[config.mk]
export PLATFORM = sky130hd
export DESIGN_NAME = pccc_mem
export DESIGN_NICKNAME = d
export VERILOG_FILES = /design/src/sv/pccc_pkg.sv /design/src/sv/pccc_mem.sv
export SDC_FILE = /design/constraint.sdc
export NUM_CORES = 2
export LEC_CHECK = 0
export ABC_AREA = 1
export BUFFER_PORTS_ARGS = -buffer_cell sky130_fd_sc_hd__buf_2
export CELL_PAD_IN_SITES_DETAIL_PLACEMENT = 1
export CELL_PAD_IN_SITES_GLOBAL_PLACEMENT = 1
export CORE_UTILIZATION = 30
export DETAILED_ROUTE_END_ITERATION = 6
export PLACE_DENSITY = 0.5
export SYNTH_ARGS = -nofsm -noshare
export SYNTH_HDL_FRONTEND = slang
export SYNTH_SLANG_ARGS = --single-unit
[constraint.sdc]
create_clock -name clk -period 8.7 [get_ports clk]
set_input_delay 1.74 -clock clk [delete_from_list [all_inputs] [get_ports clk]]
set_output_delay 1.74 -clock clk [all_outputs]
set_load 0.1 [all_outputs]
[src/sv/pccc_pkg.sv]
`timescale 1ns / 1ps
package pccc_pkg;

  localparam int COORD_W    = 16;
  localparam int CMD_W      = 2;
  localparam int THR_W      = 17;
  localparam int TOL_W      = 16;
  localparam int CFG_IDX_W  = 1;
  localparam int CFG_DATA_W = 17;
  localparam int SEG_W      = 6;

  localparam int DEF_MAX_PATH_POINTS       = 64;
  localparam int DEF_MAX_CONSTRAINT_POINTS = 64;
  localparam int DEF_COORD_FRAC_BITS       = 10;

  localparam logic [CMD_W-1:0] CMD_PATH  = 2'd0;
  localparam logic [CMD_W-1:0] CMD_CONS  = 2'd1;
  localparam logic [CMD_W-1:0] CMD_RUN   = 2'd2;
  localparam logic [CMD_W-1:0] CMD_CLEAR = 2'd3;

  localparam logic [CFG_IDX_W-1:0] CFG_THR = 1'b0;
  localparam logic [CFG_IDX_W-1:0] CFG_TOL = 1'b1;

  localparam logic [THR_W-1:0] THR_RESET = 17'd64225;

  // datapath widths
  localparam int DIFF_W     = COORD_W + 1;
  localparam int MUL_W      = 34;
  localparam int PROD_W     = 2 * MUL_W;
  localparam int DEN_W      = 35;
  localparam int S_W        = 36;
  localparam int DIV_NUM_W  = 50;
  localparam int DIV_DEN_W  = S_W;
  localparam int DIV_Q_W    = 34;
  localparam int XD_W       = 35;
  localparam int LEN_IN_W   = 36;
  localparam int LEN_W      = 33;
  localparam int ARC_W      = 40;

  typedef struct packed {
    logic signed [COORD_W-1:0] y;
    logic signed [COORD_W-1:0] x;
  } pt_t;

  typedef struct packed {
    logic                        start;
    logic signed [LEN_IN_W-1:0]  dx;
    logic signed [LEN_IN_W-1:0]  dy;
  } len_req_t;

  typedef struct packed {
    logic              done;
    logic [LEN_W-1:0]  len;
  } len_rsp_t;

  typedef struct packed {
    logic                  start;
    logic [DIV_NUM_W-1:0]  num;
    logic [DIV_DEN_W-1:0]  den;
  } div_req_t;

  typedef struct packed {
    logic                done;
    logic [DIV_Q_W-1:0]  q;
  } div_rsp_t;

endpackage

[src/sv/pccc_mem.sv]
`timescale 1ns / 1ps
module pccc_mem import pccc_pkg::*; #(
  parameter int DEPTH = DEF_MAX_PATH_POINTS,
  localparam int AW = $clog2(DEPTH)
) (
  input  logic          clk,
  input  logic          wr_en,
  input  logic [AW-1:0] wr_addr,
  input  pt_t           wr_data,
  input  logic [AW-1:0] rd_addr,
  output pt_t           rd_data
);

  pt_t mem_r [DEPTH];
  pt_t rd_data_r;

  always_ff @(posedge clk) begin
    if (wr_en) begin
      mem_r[wr_addr] <= wr_data;
    end
    rd_data_r <= mem_r[rd_addr];
  end

  assign rd_data = rd_data_r;

endmodule

; Yosys cells after proc, flatten, opt, wreduce, memory -nomap -nowiden
; Memories as Yosys holds them, arrays and structs flattened. A register that Yosys moved wholly into a read port is not among the register bits.
; Cells that the tools add are included.
[word_totals]
mem_count = 1
reg_bits = 0
output_inout_bits = 32
word_cells = 3
latchBits = 0
ramBits = 2048
mem_bits_ro = 0
in_bits = 46
[mem_list]
columns = memory, words, word_bits, rd, rd_ports_with_merged_regs, wr, line_no
row1 = mem_r, 64, 32, 1, 1, 1, pccc_mem.sv:14  ; pt_t mem_r [DEPTH];
[classes]
bitwise_logic = 0
n_addsub = 0
n_mul = 0
eq_ne = 0
n_div = 0
n_reduce_logical = 0
n_lt_le_gt_ge = 0
muxes = 2
n_shift = 0
[ops]
columns = operator, n
row1 = 1-bit 2-to-1 mux, 2

; Depth between registers and ports, before layout
[logic_depth]
word_depth = 2
depth_mapped = 13
ltp_nobuf = 9

; Least setup slack after synthesis
; OpenSTA, ideal clock, no wires.
[synth_timing]
path_kind = input to register
from = input port wr_en
to = memory mem_r[48][0] (netlist bit), enable pin
arrival_ps = 5368
stages = 3
t_required_ps = 8198
setup_ps = 502
path_buffers = 1
path_slack_ps = 2830
path_cell_list = clkbuf_1 > nand4_1 > nor4_1
[synth_via]
elab_chain_len = 2
[synth_rtl]
columns = element, line_no
row1 = "start, declared", pccc_mem.sv:7  ; input logic wr_en,
row2 = 1-bit 2-to-1 mux, pccc_mem.sv:18  ; if (wr_en) begin
row3 = 1-bit 2-to-1 mux (not written as such), pccc_mem.sv:19  ; mem_r[wr_addr] <= wr_data;
row4 = "end, declared", pccc_mem.sv:14
; Every way passes these cells.

==> report_table.html <==
<table>
<tr><th>Metric</th><th>Value</th></tr>
<tr><th colspan="2">Synth</th></tr>
<tr><td>Number of enable flip-flop cells after synthesis</td><td>2,048</td></tr>
<tr><td>Summed instance area of the synthesized netlist</td><td>82,740 um^2</td></tr>
<tr><td>Count of mapped cells out of synthesis</td><td>6,769</td></tr>
<tr><td>Post-synth net total</td><td>6,815</td></tr>
<tr><td>Share of the yosys chip area belonging to registers</td><td>75.10%</td></tr>
<tr><td>Number of unique standard cell types used by synthesis</td><td>16</td></tr>
<tr><td>Cell types with the largest area share after synthesis</td><td>sky130_fd_sc_hd__edfxtp_1, sky130_fd_sc_hd__nand3_1, sky130_fd_sc_hd__nand2_1</td></tr>
<tr><td>Most used standard cell by instance count after synthesis</td><td>sky130_fd_sc_hd__nand2_1</td></tr>
<tr><td>Cell type contributing the most total cell area after synthesis</td><td>sky130_fd_sc_hd__edfxtp_1</td></tr>
<tr><td>Post-synth top cells</td><td>sky130_fd_sc_hd__nand2_1, sky130_fd_sc_hd__edfxtp_1, sky130_fd_sc_hd__nand3_1</td></tr>
<tr><td>Syn avg cell area</td><td>12.22 um^2</td></tr>
<tr><td>Main synth FF type</td><td>sky130_fd_sc_hd__edfxtp_1</td></tr>
<tr><td>Async SR Flop Fraction</td><td>0%</td></tr>
<tr><td>Post-synthesis sequential element count</td><td>2,080</td></tr>
<tr><td>Synthesis Warnings</td><td>0</td></tr>
<tr><td>Fraction of post-synthesis cell area in the top cell type by area</td><td>74.33%</td></tr>
<tr><th colspan="2">CTS</th></tr>
<tr><td>Total number of clock tree sinks</td><td>2,080</td></tr>
<tr><td>Insertion delay to the later sink of the worst-skew pair</td><td>880 ps</td></tr>
<tr><td>Largest buffer count on any clock path</td><td>3</td></tr>
<tr><td>Maximum level of the CTS H-tree</td><td>4</td></tr>
<tr><td>TritonCTS clock tree</td><td>built</td></tr>
<tr><td>Buffer cell driving the clock tree root</td><td>sky130_fd_sc_hd__clkbuf_16</td></tr>
<tr><td>CTS Hold Buffers Added</td><td>0</td></tr>
<tr><td>Postcts setup bufs</td><td>0</td></tr>
<tr><td>Post-CTS sizing</td><td>0</td></tr>
<tr><td>Number of buffers created by CTS</td><td>227</td></tr>
<tr><td>Clock transition at path regs</td><td>60 ps</td></tr>
<tr><th colspan="2">Job</th></tr>
<tr><td>Maxcap violations</td><td>0</td></tr>
<tr><th colspan="2">STA</th></tr>
<tr><td>Final Hold Vio Count</td><td>0</td></tr>
<tr><td>Tightest hold margin</td><td>798.7 ps</td></tr>
<tr><td>Final Skew</td><td>28.18 ps</td></tr>
<tr><td>Number of slew-limit violations in the final report</td><td>0</td></tr>
<tr><td>Max Freq</td><td>239.9 MHz</td></tr>
<tr><td>Final worst slack</td><td>4532 ps</td></tr>
<tr><td>Summed negative setup slack over all endpoints</td><td>0 ps</td></tr>
<tr><td>Final-report setup violation count</td><td>0</td></tr>
<tr><td>Shortest clock period the worst path allows after layout</td><td>4168 ps</td></tr>
<tr><td>Relative slew margins</td><td>29.09%</td></tr>
<tr><td>Unrepaired setup endpoints after global routing</td><td>false</td></tr>
<tr><td>Worst Tran Pin Value</td><td>1061 ps</td></tr>
<tr><td>Ratio of final minimum period to clock period</td><td>47.91%</td></tr>
<tr><th colspan="2">Floorplanning</th></tr>
<tr><td>Die Span X</td><td>527.2 um</td></tr>
<tr><td>Die Area</td><td>277,900 um^2</td></tr>
<tr><td>Height of the chip</td><td>527.2 um</td></tr>
<tr><td>I/O pin count</td><td>78</td></tr>
<tr><td>Site Rows</td><td>192</td></tr>
<tr><td>Starting utilization of the core area</td><td>30.21%</td></tr>
<tr><td>Core ar.</td><td>273,900 um^2</td></tr>
<tr><th colspan="2">Setup path</th></tr>
<tr><td>Largest stage delay, worst path</td><td>740 ps</td></tr>
<tr><td>CP endpoint kind</td><td>flop</td></tr>
<tr><td>Cells along the critical path</td><td>buf_8 -&gt; buf_12 -&gt; buf_4 -&gt; nand2_1 -&gt; nand3_1 -&gt; nand3_1 -&gt; nand2_1 -&gt; nand2_1 -&gt; nand3_1 -&gt; nand3_1 -&gt; nand2_1</td></tr>
<tr><td>Type of element launching the critical path</td><td>input port</td></tr>
<tr><td>Slowest library cell on the worst path</td><td>sky130_fd_sc_hd__buf_4</td></tr>
<tr><td>CP Data Arrival Time</td><td>4950 ps</td></tr>
<tr><td>Worst Path Class, Setup</td><td>input port to flop</td></tr>
<tr><td>Required time of the critical path</td><td>9480 ps</td></tr>
<tr><td>Highest fanout seen on the critical path</td><td>154</td></tr>
<tr><th colspan="2">Placed design</th></tr>
<tr><td>Final RePlAce weighted congestion</td><td>0.7421</td></tr>
<tr><td>Count of port buffers added during placement</td><td>77</td></tr>
<tr><td>Total half-perimeter wirelength after legalization and detailed placement</td><td>146,700 um</td></tr>
<tr><td>Count of placed standard cells including taps</td><td>10.16k</td></tr>
<tr><td>Minimum setup slack after placement</td><td>3619 ps</td></tr>
<tr><th colspan="2">Global route</th></tr>
<tr><td>Via count of the first global-routing pass</td><td>55.13k</td></tr>
<tr><td>Total overflow reported by the global router</td><td>0</td></tr>
<tr><td>GRT Total Usage</td><td>20.46%</td></tr>
<tr><td>Pin count of the biggest net entering global routing</td><td>169</td></tr>
<tr><td>Number of antenna violations at the first check in global routing</td><td>17</td></tr>
<tr><td>First-pass GRT wire length</td><td>411,000 um</td></tr>
<tr><th colspan="2">Pwr</th></tr>
<tr><td>Net switching power</td><td>5.223 mW</td></tr>
<tr><td>Combinational cell fraction of total power</td><td>6.6%</td></tr>
<tr><td>Internal Power</td><td>16.65 mW</td></tr>
<tr><td>Part of the power in registers</td><td>50.9%</td></tr>
<tr><td>Switching part of the total</td><td>23.87%</td></tr>
<tr><td>Max rail drop VDD</td><td>0.2119 mV</td></tr>
<tr><td>Power density of the placed cells</td><td>231.5 nW/um^2</td></tr>
<tr><td>Clock network power share</td><td>42.5%</td></tr>
<tr><td>Leak Pwr</td><td>32.58 nW</td></tr>
<tr><th colspan="2">Final layout</th></tr>
<tr><td>Layout cell share with drive strength beyond 1</td><td>8.747%</td></tr>
<tr><td>Nets</td><td>6,842</td></tr>
<tr><td>Area added between synthesis and finish</td><td>14.21%</td></tr>
<tr><td>Count of non-filler cells in the finished layout</td><td>10.59k</td></tr>
<tr><th colspan="2">Detailed routing</th></tr>
<tr><td>Avg WL per Cell</td><td>27.06 um</td></tr>
<tr><td>Detailed-router iteration count before antenna repair</td><td>5</td></tr>
<tr><td>Total via count in the routed design</td><td>53.66k</td></tr>
<tr><td>Routed wire length</td><td>286,500 um</td></tr>
<tr><td>Detailed Route Iter0 Violations</td><td>4,186</td></tr>
<tr><td>Remaining DRCs</td><td>0</td></tr>
<tr><td>ANT nets after route</td><td>0</td></tr>
<tr><td>Via density per instance</td><td>5.068</td></tr>
<tr><th colspan="2">Run status</th></tr>
<tr><td>Run status</td><td>finished clean</td></tr>
<tr><th colspan="2">Min path</th></tr>
<tr><td>Hold Crit Class</td><td>flop to flop</td></tr>
</table>
## worst paths after layout
path	start	slack [ps]	cells after the start	to
max	rd_addr[0]	4530	11	rd_data[13]$_DFF_P_
min	mem_r[10][28]$_DFFE_PP_	800	8	rd_data[28]$_DFF_P_
max reg2reg	mem_r[16][5]$_DFFE_PP_	6850	8	rd_data[5]$_DFF_P_
min reg2reg	mem_r[10][28]$_DFFE_PP_	800	8	rd_data[28]$_DFF_P_
## power groups by stage
stage          combinational (mW)  clock [mW]  sequential (mW)
2_1_floorplan               0.681           0             11.5
3_3_place_gp                 1.46           0             11.4
3_5_place_dp                 1.47           0             11.4
4_1_cts                      1.47        9.50             11.1
5_1_grt                      1.56        9.87             11.1
6_report                     1.44        9.29             11.1
## worst max-delay path: cells and delay by family
| kind | cells | cell delay (ps) |
|---|---|---|
| buffers and inverters | 3 | 1670 |
| AND/OR/NAND/NOR | 8 | 1220 |
## registers in the layout (all words and copies together) (netlist names)
register / count
mem_r: 2048
rd_data: 32
## routing by layer
metal	vias to the layer above	global-route usage (%)	wire, um
li1	24220	-	-
met1	28150	27.58	130400
met2	940	34.50	139000
met4	2	5.818	7425
met5	-	0	7
met3	357	2.468	9676
## layout by cell type, fill, tap and decap left out, types with 6 or more instances in the layout
master	n
sky130_fd_sc_hd__clkbuf_1	71
sky130_fd_sc_hd__buf_2	72
sky130_fd_sc_hd__nand4_1	9
sky130_fd_sc_hd__inv_1	6
sky130_fd_sc_hd__clkbuf_8	13
sky130_fd_sc_hd__clkinv_1	53
sky130_fd_sc_hd__bufinv_16	10
sky130_fd_sc_hd__buf_12	19
sky130_fd_sc_hd__nand3_1	1907
sky130_fd_sc_hd__nand2_1	2248
sky130_fd_sc_hd__nor4_2	8
sky130_fd_sc_hd__clkbuf_16	232
sky130_fd_sc_hd__nor2_4	56
sky130_fd_sc_hd__edfxtp_1	2048
sky130_fd_sc_hd__buf_4	152
sky130_fd_sc_hd__clkinv_2	29
sky130_fd_sc_hd__diode_2	14
sky130_fd_sc_hd__dfxtp_1	32
## kinds of logic after synthesis
group / after synthesis / share of synthesized area (%)
simple gates: 4228 / 22.12
flops: 2080 / 75.10
buf+inv: 461 / 2.779
## area by class of cell
class                           count  area, um^2
Fill cell                       29170      179400
Sequential cell                  2080       62140
Multi-Input combinational cell   4228       18770
Clock buffer                      315        6237
Tap cell                         3589        4491
Timing Repair Buffer              247        1941
Clock inverter                    103       797.0
Inverter                           12       86.33
Antenna cell                       14       35.03
## metrics by stage
step	instance area, um^2	power [mW]	util [%]
finish	94500	21.88	34.50
global route	94490	22.58	34.50
CTS	94460	22.13	34.49
detailed placement	87430	12.83	31.92
global placement	87430	12.82	31.92
floorplan	82740	12.15	-
(Power assumes the default switching activity.)
