File: config.mk
export PLATFORM = sky130hd
export DESIGN_NAME = pccc_len
export DESIGN_NICKNAME = d
export VERILOG_FILES = /design/src/sv/pccc_pkg.sv /design/src/sv/pccc_len.sv
export SDC_FILE = /design/constraint.sdc
export NUM_CORES = 2
export LEC_CHECK = 0
export ABC_CLOCK_PERIOD_IN_PS = 15200
export BUFFER_PORTS_ARGS = -buffer_cell sky130_fd_sc_hd__buf_2
export CORE_MARGIN = 1.5
export CORE_UTILIZATION = 30
export CTS_BUF_LIST = sky130_fd_sc_hd__clkbuf_8
export CTS_CLUSTER_SIZE = 8
export DETAILED_ROUTE_END_ITERATION = 6
export HOLD_SLACK_MARGIN = 0.06
export SETUP_SLACK_MARGIN = 0.02
export SYNTH_ARGS = -nofsm -noshare
export SYNTH_HDL_FRONTEND = slang
export SYNTH_SLANG_ARGS = --single-unit
File: constraint.sdc
create_clock -name clk -period 15.2 [get_ports clk]
set_input_delay 2.28 -clock clk [delete_from_list [all_inputs] [get_ports clk]]
set_output_delay 2.28 -clock clk [all_outputs]
set_load 0.005 [all_outputs]
File: src/sv/pccc_pkg.sv
`timescale 1ns / 1ps
package pccc_pkg;

  localparam int COORD_W    = 16;
  localparam int CMD_W      = 2;
  localparam int THR_W      = 17;
  localparam int TOL_W      = 16;
  localparam int CFG_IDX_W  = 1;
  localparam int CFG_DATA_W = 17;
  localparam int SEG_W      = 6;

  localparam int DEF_MAX_PATH_POINTS       = 64;
  localparam int DEF_MAX_CONSTRAINT_POINTS = 64;
  localparam int DEF_COORD_FRAC_BITS       = 10;

  localparam logic [CMD_W-1:0] CMD_PATH  = 2'd0;
  localparam logic [CMD_W-1:0] CMD_CONS  = 2'd1;
  localparam logic [CMD_W-1:0] CMD_RUN   = 2'd2;
  localparam logic [CMD_W-1:0] CMD_CLEAR = 2'd3;

  localparam logic [CFG_IDX_W-1:0] CFG_THR = 1'b0;
  localparam logic [CFG_IDX_W-1:0] CFG_TOL = 1'b1;

  localparam logic [THR_W-1:0] THR_RESET = 17'd64225;

  // datapath widths
  localparam int DIFF_W     = COORD_W + 1;
  localparam int MUL_W      = 34;
  localparam int PROD_W     = 2 * MUL_W;
  localparam int DEN_W      = 35;
  localparam int S_W        = 36;
  localparam int DIV_NUM_W  = 50;
  localparam int DIV_DEN_W  = S_W;
  localparam int DIV_Q_W    = 34;
  localparam int XD_W       = 35;
  localparam int LEN_IN_W   = 36;
  localparam int LEN_W      = 33;
  localparam int ARC_W      = 40;

  typedef struct packed {
    logic signed [COORD_W-1:0] y;
    logic signed [COORD_W-1:0] x;
  } pt_t;

  typedef struct packed {
    logic                        start;
    logic signed [LEN_IN_W-1:0]  dx;
    logic signed [LEN_IN_W-1:0]  dy;
  } len_req_t;

  typedef struct packed {
    logic              done;
    logic [LEN_W-1:0]  len;
  } len_rsp_t;

  typedef struct packed {
    logic                  start;
    logic [DIV_NUM_W-1:0]  num;
    logic [DIV_DEN_W-1:0]  den;
  } div_req_t;

  typedef struct packed {
    logic                done;
    logic [DIV_Q_W-1:0]  q;
  } div_rsp_t;

endpackage

File: src/sv/pccc_len.sv
`timescale 1ns / 1ps
// vector length: two squares, then a 32 step root, rounded to nearest
module pccc_len import pccc_pkg::*; (
  input  logic     clk,
  input  logic     rst_n,
  input  len_req_t req,
  output len_rsp_t rsp
);

  localparam int SQ_W   = 31;
  localparam int V_W    = 64;
  localparam int ROOT_W = 32;
  localparam int REM_W  = 34;
  localparam int CNT_W  = 5;

  localparam logic [2:0] L_IDLE = 3'd0;
  localparam logic [2:0] L_SQX  = 3'd1;
  localparam logic [2:0] L_SQY  = 3'd2;
  localparam logic [2:0] L_ROOT = 3'd3;
  localparam logic [2:0] L_FIN  = 3'd4;

  localparam logic [LEN_W-1:0] LEN_SAT = {1'b1, {(LEN_W-1){1'b0}}};

  logic [2:0]             st_r;
  logic                   done_r;
  logic [CNT_W-1:0]       cnt_r;
  logic [SQ_W-1:0]        ax_r;
  logic [SQ_W-1:0]        ay_r;
  logic [V_W-1:0]         v_r;
  logic [ROOT_W-1:0]      root_r;
  logic [REM_W-1:0]       rem_r;
  logic [LEN_W-1:0]       len_r;

  logic [LEN_IN_W-1:0]    mx;
  logic [LEN_IN_W-1:0]    my;
  logic                   sat;
  logic [SQ_W-1:0]        mul_in;
  logic [2*SQ_W-1:0]      sq;
  logic [REM_W+1:0]       rem_t;
  logic [REM_W+1:0]       trial;
  logic                   ge;

  always_comb begin
    mx = req.dx < 0 ? LEN_IN_W'(-req.dx) : LEN_IN_W'(req.dx);
    my = req.dy < 0 ? LEN_IN_W'(-req.dy) : LEN_IN_W'(req.dy);
  end

  assign sat    = (|mx[LEN_IN_W-1:SQ_W]) || (|my[LEN_IN_W-1:SQ_W]);
  assign mul_in = (st_r == L_SQX) ? ax_r : ay_r;
  assign sq     = (2*SQ_W)'(mul_in) * (2*SQ_W)'(mul_in);
  assign rem_t  = {rem_r, v_r[V_W-1 -: 2]};
  assign trial  = (REM_W+2)'({root_r, 2'b01});
  assign ge     = rem_t >= trial;

  always_ff @(posedge clk) begin
    if (!rst_n) begin
      st_r   <= L_IDLE;
      done_r <= 1'b0;
    end else begin
      done_r <= 1'b0;
      case (st_r)
        L_IDLE: begin
          if (req.start) begin
            if (sat) begin
              len_r  <= LEN_SAT;
              done_r <= 1'b1;
            end else begin
              ax_r <= mx[SQ_W-1:0];
              ay_r <= my[SQ_W-1:0];
              st_r <= L_SQX;
            end
          end
        end
        L_SQX: begin
          v_r  <= V_W'(sq);
          st_r <= L_SQY;
        end
        L_SQY: begin
          v_r    <= v_r + V_W'(sq);
          rem_r  <= '0;
          root_r <= '0;
          cnt_r  <= '0;
          st_r   <= L_ROOT;
        end
        L_ROOT: begin
          rem_r  <= ge ? REM_W'(rem_t - trial) : REM_W'(rem_t);
          root_r <= {root_r[ROOT_W-2:0], ge};
          v_r    <= v_r << 2;
          cnt_r  <= cnt_r + 1'b1;
          if (cnt_r == CNT_W'(ROOT_W - 1)) begin
            st_r <= L_FIN;
          end
        end
        L_FIN: begin
          // remainder above root: nearer to root + 1
          len_r  <= LEN_W'(root_r) + LEN_W'(rem_r > REM_W'(root_r));
          done_r <= 1'b1;
          st_r   <= L_IDLE;
        end
        default: st_r <= L_IDLE;
      endcase
    end
  end

  assign rsp.done = done_r;
  assign rsp.len  = len_r;

endmodule

## Word level (Yosys, flattened, before mapping)

Index checks and enable logic that the tools add are counted.

- Input port bits: 75
- Output and inout bits: 34
- Register bits after elaboration: 234

- Eq/ne operators: 9
- $add $sub $neg: 6
- Order comparisons: 4
- $mul: 1
- Muxes and demuxes: 18
- Reduce and logical (&&, ||, !) cells: 12
- Bitwise logic cells: 1

Operators with widths:

| operator | count |
|---|---|
| case mux 64 bit (3 select lines) | 1 |
| less-than comparator 36 x 1 -> 1 bit, second input constant | 2 |
| 2-to-1 mux 36 bit | 2 |
| negator 36 bit | 2 |
| case mux 34 bit (2 select lines) | 1 |
| 2-to-1 mux 33 bit | 2 |
| case mux 33 bit (2 select lines) | 1 |
| adder 64 x 62 -> 64 bit | 1 |
| case mux 32 bit (2 select lines) | 1 |
| multiplier 31 x 31 -> 62 bit | 1 |
| >= comparator 36 x 34 -> 1 bit | 1 |
| greater-than comparator 34 x 32 -> 1 bit | 1 |
| 2-to-1 mux 34 bit | 1 |
| subtractor 34 bit | 1 |
| adder 32 x 1 -> 33 bit | 1 |
| 2-to-1 mux 31 bit | 1 |
| case mux 3 bit (4 select lines) | 1 |
| case mux 5 bit (2 select lines) | 1 |
| OR reduction 5 bit | 2 |
| 2-to-1 mux 3 bit | 3 |
| inequality test 2 bit, second input constant | 4 |
| AND reduction 4 bit | 2 |
| equality test 3 x 2 -> 1 bit, second input constant | 2 |
| adder 5 x 1 -> 5 bit, second input constant | 1 |
| 12 further kinds | 15 |

## Longest topological paths before layout

- Depth in word-level cells: 7
- Mapped depth: 49
- Gate-level depth less buffers: 45

## Least setup slack after synthesis

OpenSTA, ideal clock, no wires.

- Kind: flip-flop to flip-flop
- Start point: reg st_r[2]
- End point: reg v_r[63], data pin
- Library setup time: 269 ps
- Stages on the path, launching flop included: 46
- Path slack: 3196 ps
- Period minus slack after synthesis: 12004 ps
- Path buffers: 8
- Arrival: 11735 ps
- Path through: dfxtp_1 clkdlybuf4s18_2 nor3_1 buf_1 clkbuf_1 buf_1 mux2i_1 clkbuf_1 clkbuf_1 nor2_1 fa_1 fa_1 fa_1 inv_1 fa_1 inv_1 fa_1 fa_1 (+10 left out) nor3_1 a31oi_1 a31o_2 nor2b_1 a31oi_1 xnor2_1 ha_1 clkbuf_1 a21o_1 a21o_1 a21oi_1 o21a_1 or2_2 o21a_1 a31oi_1 o21ai_0 xnor2_1 a21oi_1

- Cells in the longest elaborated chain, start to end: 5

Ends and longest elaborated chain:

| element | line | source |
|---|---|---|
| start, declared | pccc_len.sv:24 | `logic [2:0] st_r;` |
| start signal, assigned | pccc_len.sv:57 | `st_r <= L_IDLE;` |
| start signal, assigned | pccc_len.sv:70 | `st_r <= L_SQX;` |
| start signal, assigned | pccc_len.sv:76 | `st_r <= L_SQY;` |
| equality test 3 x 1 -> 1 bit | pccc_len.sv:49, pccc_len.sv:61 |  |
| 2-to-1 mux 31 bit | pccc_len.sv:49 | `assign mul_in = (st_r == L_SQX) ? ax_r : ay_r;` |
| multiplier 31 x 31 -> 62 bit | pccc_len.sv:50 | `assign sq = (2*SQ_W)'(mul_in) * (2*SQ_W)'(mul_in);` |
| adder 64 x 62 -> 64 bit | pccc_len.sv:79 | `v_r <= v_r + V_W'(sq);` |
| case mux 64 bit (3 select lines) (*) | pccc_len.sv:61 | `case (st_r)` |
| end signal, assigned | pccc_len.sv:75 | `v_r <= V_W'(sq);` |
| end signal, assigned | pccc_len.sv:79 |  |
| end signal, assigned | pccc_len.sv:88 | `v_r <= v_r << 2;` |
| end, declared | pccc_len.sv:29 | `logic [V_W-1:0] v_r;` |

Every way passes the cells marked *; elsewhere a longest branch is shown, timed or not.
A chain may end at the register's enable or synchronous reset.

## Worst setup path in the final report

- Start point: reg st_r[0]
- End point: reg v_r[63], data pin

The elaborated chain is that of the path after synthesis.

==> impl_metrics.py <==
metrics = {
    "yosys": {
        "synth-seq-cells": 234,
        "postSynth.asyncResetShare": 0,
        "synth_edf_count": 230,
        "syn_avg_cell_area_um2": 9.001,
        "ys_seq_area_frac": 0.1589,
        "synthCells": 4886,
        "syn_area_um2": 43980,
        "ys_types": 80,
        "ys_warn_count": 0,
        "synth_nets": 6086,
        "synth_ff_type": "edfxtp_1",
    },
    "min_path": {
        "hold_end": "rem_r[31]",
        "hp-class": "reg2reg",
        "hp-start": "rem_r[29]",
        "min_path_cells": 2,
    },
    "setup_path": {
        "worstSetupPathType": "reg2reg",
        "critical_path_buf_inv_count": 7,
        "reg2reg_from": "st_r[0]",
        "r2r_cells": 42,
        "cp_slowest_stage_delay_ps": 1000,
        "r2r_end": "v_r[63]",
        "path_delay_family": "adder cells",
        "reg2reg_slack_ps": 1140,
        "path_max_fanout": 46,
        "end_kind": "register",
        "crit_required_ps": 15570,
        "slowest_stage": "clkinv_1",
        "arrival_ps": 14420,
        "start_kind": "register",
    },
    "clock_tree": {
        "clk_path_buf_depth": 3,
        "cts-root-buf": "clkbuf_8",
        "h-tree-depth": 2,
        "clk_pin_slew_ps": 60,
        "cts.sinks": 234,
        "tritoncts": "done",
        "hold_buffers": 0,
        "ctsResizeCount": 0,
        "worstSkewPairLatency_ps": 660,
        "postCtsSetupBuffers": 0,
        "cts_buffers": 44,
    },
    "timing": {
        "rsz0062_at_grt": "no",
        "fmax_ghz": 0.07115,
        "slew_violations": 0,
        "period_minus_slack_ps": 14060,
        "holdWs_ps": 542.9,
        "tns_ps": 0,
        "setup_viol": 0,
        "slew_headroom": 0.2959,
        "hold_violations": 0,
        "fin_skew_ps": 72.44,
        "worstMarginPinSlew_ps": 1050,
        "finalCritPeriodShare": 0.9247,
    },
    "die": {
        "placementRows": 140,
        "io_pins": 109,
        "die_area_um2": 148900,
        "die_h_um": 385.9,
        "start_util": 0.3021,
        "core_area_um2": 145600,
        "die_w_um": 385.9,
    },
    "layout": {
        "drive_gt1_frac": 0.05728,
        "final_cell_area_um2": 47530,
        "final_cells": 6859,
        "nets": 6108,
        "final_common_cell": "inv_1",
        "layout_common_cells": "inv_1 (1118), fa_1 (750), nor2_1 (492)",
        "final_util": 0.3265,
        "area_growth_syn_to_layout_pct": 8.065,
        "fillers": 15166,
    },
    "route": {
        "num_vias": 33283,
        "drt.antenna.violating_nets": 0,
        "drt_first_pass_iters": 7,
        "avgViaCountPerCell": 4.852,
        "route.detailed.drc": 0,
        "drt_iter0_drc": 2192,
        "wl_per_cell_um": 18.13,
        "routed_wl_mm": 124.4,
    },
    "power": {
        "p_per_area_nw_per_um2": 71.44,
        "leakage_nw": 23.19,
        "ir_worst_vdd_v": 0.00009370,
    },
    "global_routing": {
        "grt_max_degree": 83,
        "grt_usage": 0.1698,
        "antenna_found_initial": 5,
        "grt_first_pass_wirelength_mm": 196.9,
        "grt_pass1_vias": 35114,
        "grt_overflow": 0,
    },
    "placed_design": {
        "place_area_um2": 46660,
        "dp.cells": 6779,
        "hpwl_mm": 100.1,
        "port_buffers": 108,
        "gp_congestion": 1.026,
    },
    "outcome": {
        "run_status": "complete, no violations",
    },
    "flow_run": {
        "drv_cap": 0,
    },
}
-- state kept, by name, summed over array words and instances, names as in the netlist --
name	count
v_r	64
rem_r	34
len_r	33
root_r	32
ax_r	31
ay_r	31
cnt_r	5
st_r	3
done_r	1
-- where the power goes --
group	switching, mW	leakage [nW]	internal, mW
sequential	0.00116	2.22	0.741
clock	0.299	0.497	0.314
combinational	1.23	20.5	0.811
-- worst register-to-register path: cells and delay by family (launching register included) --
kind            cells  cell delay [ps]
xor+xnor            3              480
buf+inv             7             2190
simple gates        3             1140
flops               1              630
compound gates     18             4250
mux                 1              700
fa+ha+maj          10             4360
-- metal layers --
layer	wire length, um	share of wire	up-vias	GRT usage
met3	9383	0.075	262	0.03765
met5	39	0.00031	-	0
met2	56800	0.46	993	0.2772
met4	4582	0.037	6	0.05577
met1	53580	0.43	16570	0.2219
li1	-	-	15452	-
-- cells in the mapped netlist, drive strengths merged (4+ instances only) --
cell type  instances  area [um^2]
a221oi             5        43.79
nor3              59        295.3
mux2i             30        300.3
a211oi            15        112.6
ha               375         4692
xnor2            188         1647
mux2              16        180.2
nand2b            21        138.9
fa               750        15010
and4               4        35.03
a21boi             7        52.55
nand3             45        225.2
and2               8        50.05
clkinv             7        26.28
nor4               6        43.79
o21bai            29        217.7
edfxtp           230         6907
o211ai            15        112.6
and3              25        156.4
nor2             495         1858
a21oi            263         1316
o21a              26        195.2
or3               16        106.4
or4               13        112.6
or2                8        50.05
nand2            422         1584
a31o               6        52.55
xor2              69        604.3
nor2b             17        106.4
a31oi             25        156.4
o41ai             15        138.9
buf               16        71.32
o21ai            166        830.8
o31ai             31        232.7
o22ai              4        25.02
inv             1105         4148
clkbuf           159        620.6
nand4             46        287.8
a21o             102        765.7
dfxtp              4        80.08
-- cells by family (layout without fill, tap and decap cells) --
kind of cell | after synthesis | count (layout) | share of synthesized area
flops | 234 | 234 | 0.1589
mux | 46 | 46 | 0.01092
other cells | 0 | 1 | 0
fa+ha+maj | 1125 | 1125 | 0.4481
compound gates | 740 | 740 | 0.1031
simple gates | 1196 | 1196 | 0.1170
xor+xnor | 257 | 257 | 0.05118
buf+inv | 1288 | 1343 | 0.1109
-- area by class of cell --
cell class                      instances  area [um^2]  area share
Inverter                             1112         4174     0.08782
Tap cell                             1917         2399     0.05047
Timing Repair Buffer                  152        870.8     0.01832
Sequential cell                       234         6990      0.1471
Antenna cell                            1        2.502  0.00005265
Multi-Input combinational cell       3364        32230      0.6781
Clock buffer                           52        715.7     0.01506
Clock inverter                         27        145.1    0.003054
-- how the worst max path moves through the flow --
stage                 start  endpoint  slack [ps]  cells past startpoint
CTS                 st_r[0]   v_r[63]        1210                     44
floorplan           st_r[2]   v_r[63]        3200                     45
finish              st_r[0]   v_r[63]        1140                     42
detailed placement  st_r[0]   v_r[63]        1260                     44
global placement    st_r[0]   v_r[63]        1390                     42
global route        st_r[0]   v_r[63]         560                     42
-- per-stage QoR --
| stage | setup WS, ps | power, mW |
|---|---|---|
| 2_1_floorplan | 3196 | 2.302 |
| 3_3_place_gp | 1387 | 2.759 |
| 3_5_place_dp | 1264 | 2.766 |
| 4_1_cts | 1207 | 3.405 |
| 5_1_grt | 559.6 | 3.700 |
| 6_report | 1144 | 3.395 |
Power figures use the tool's default switching activity.
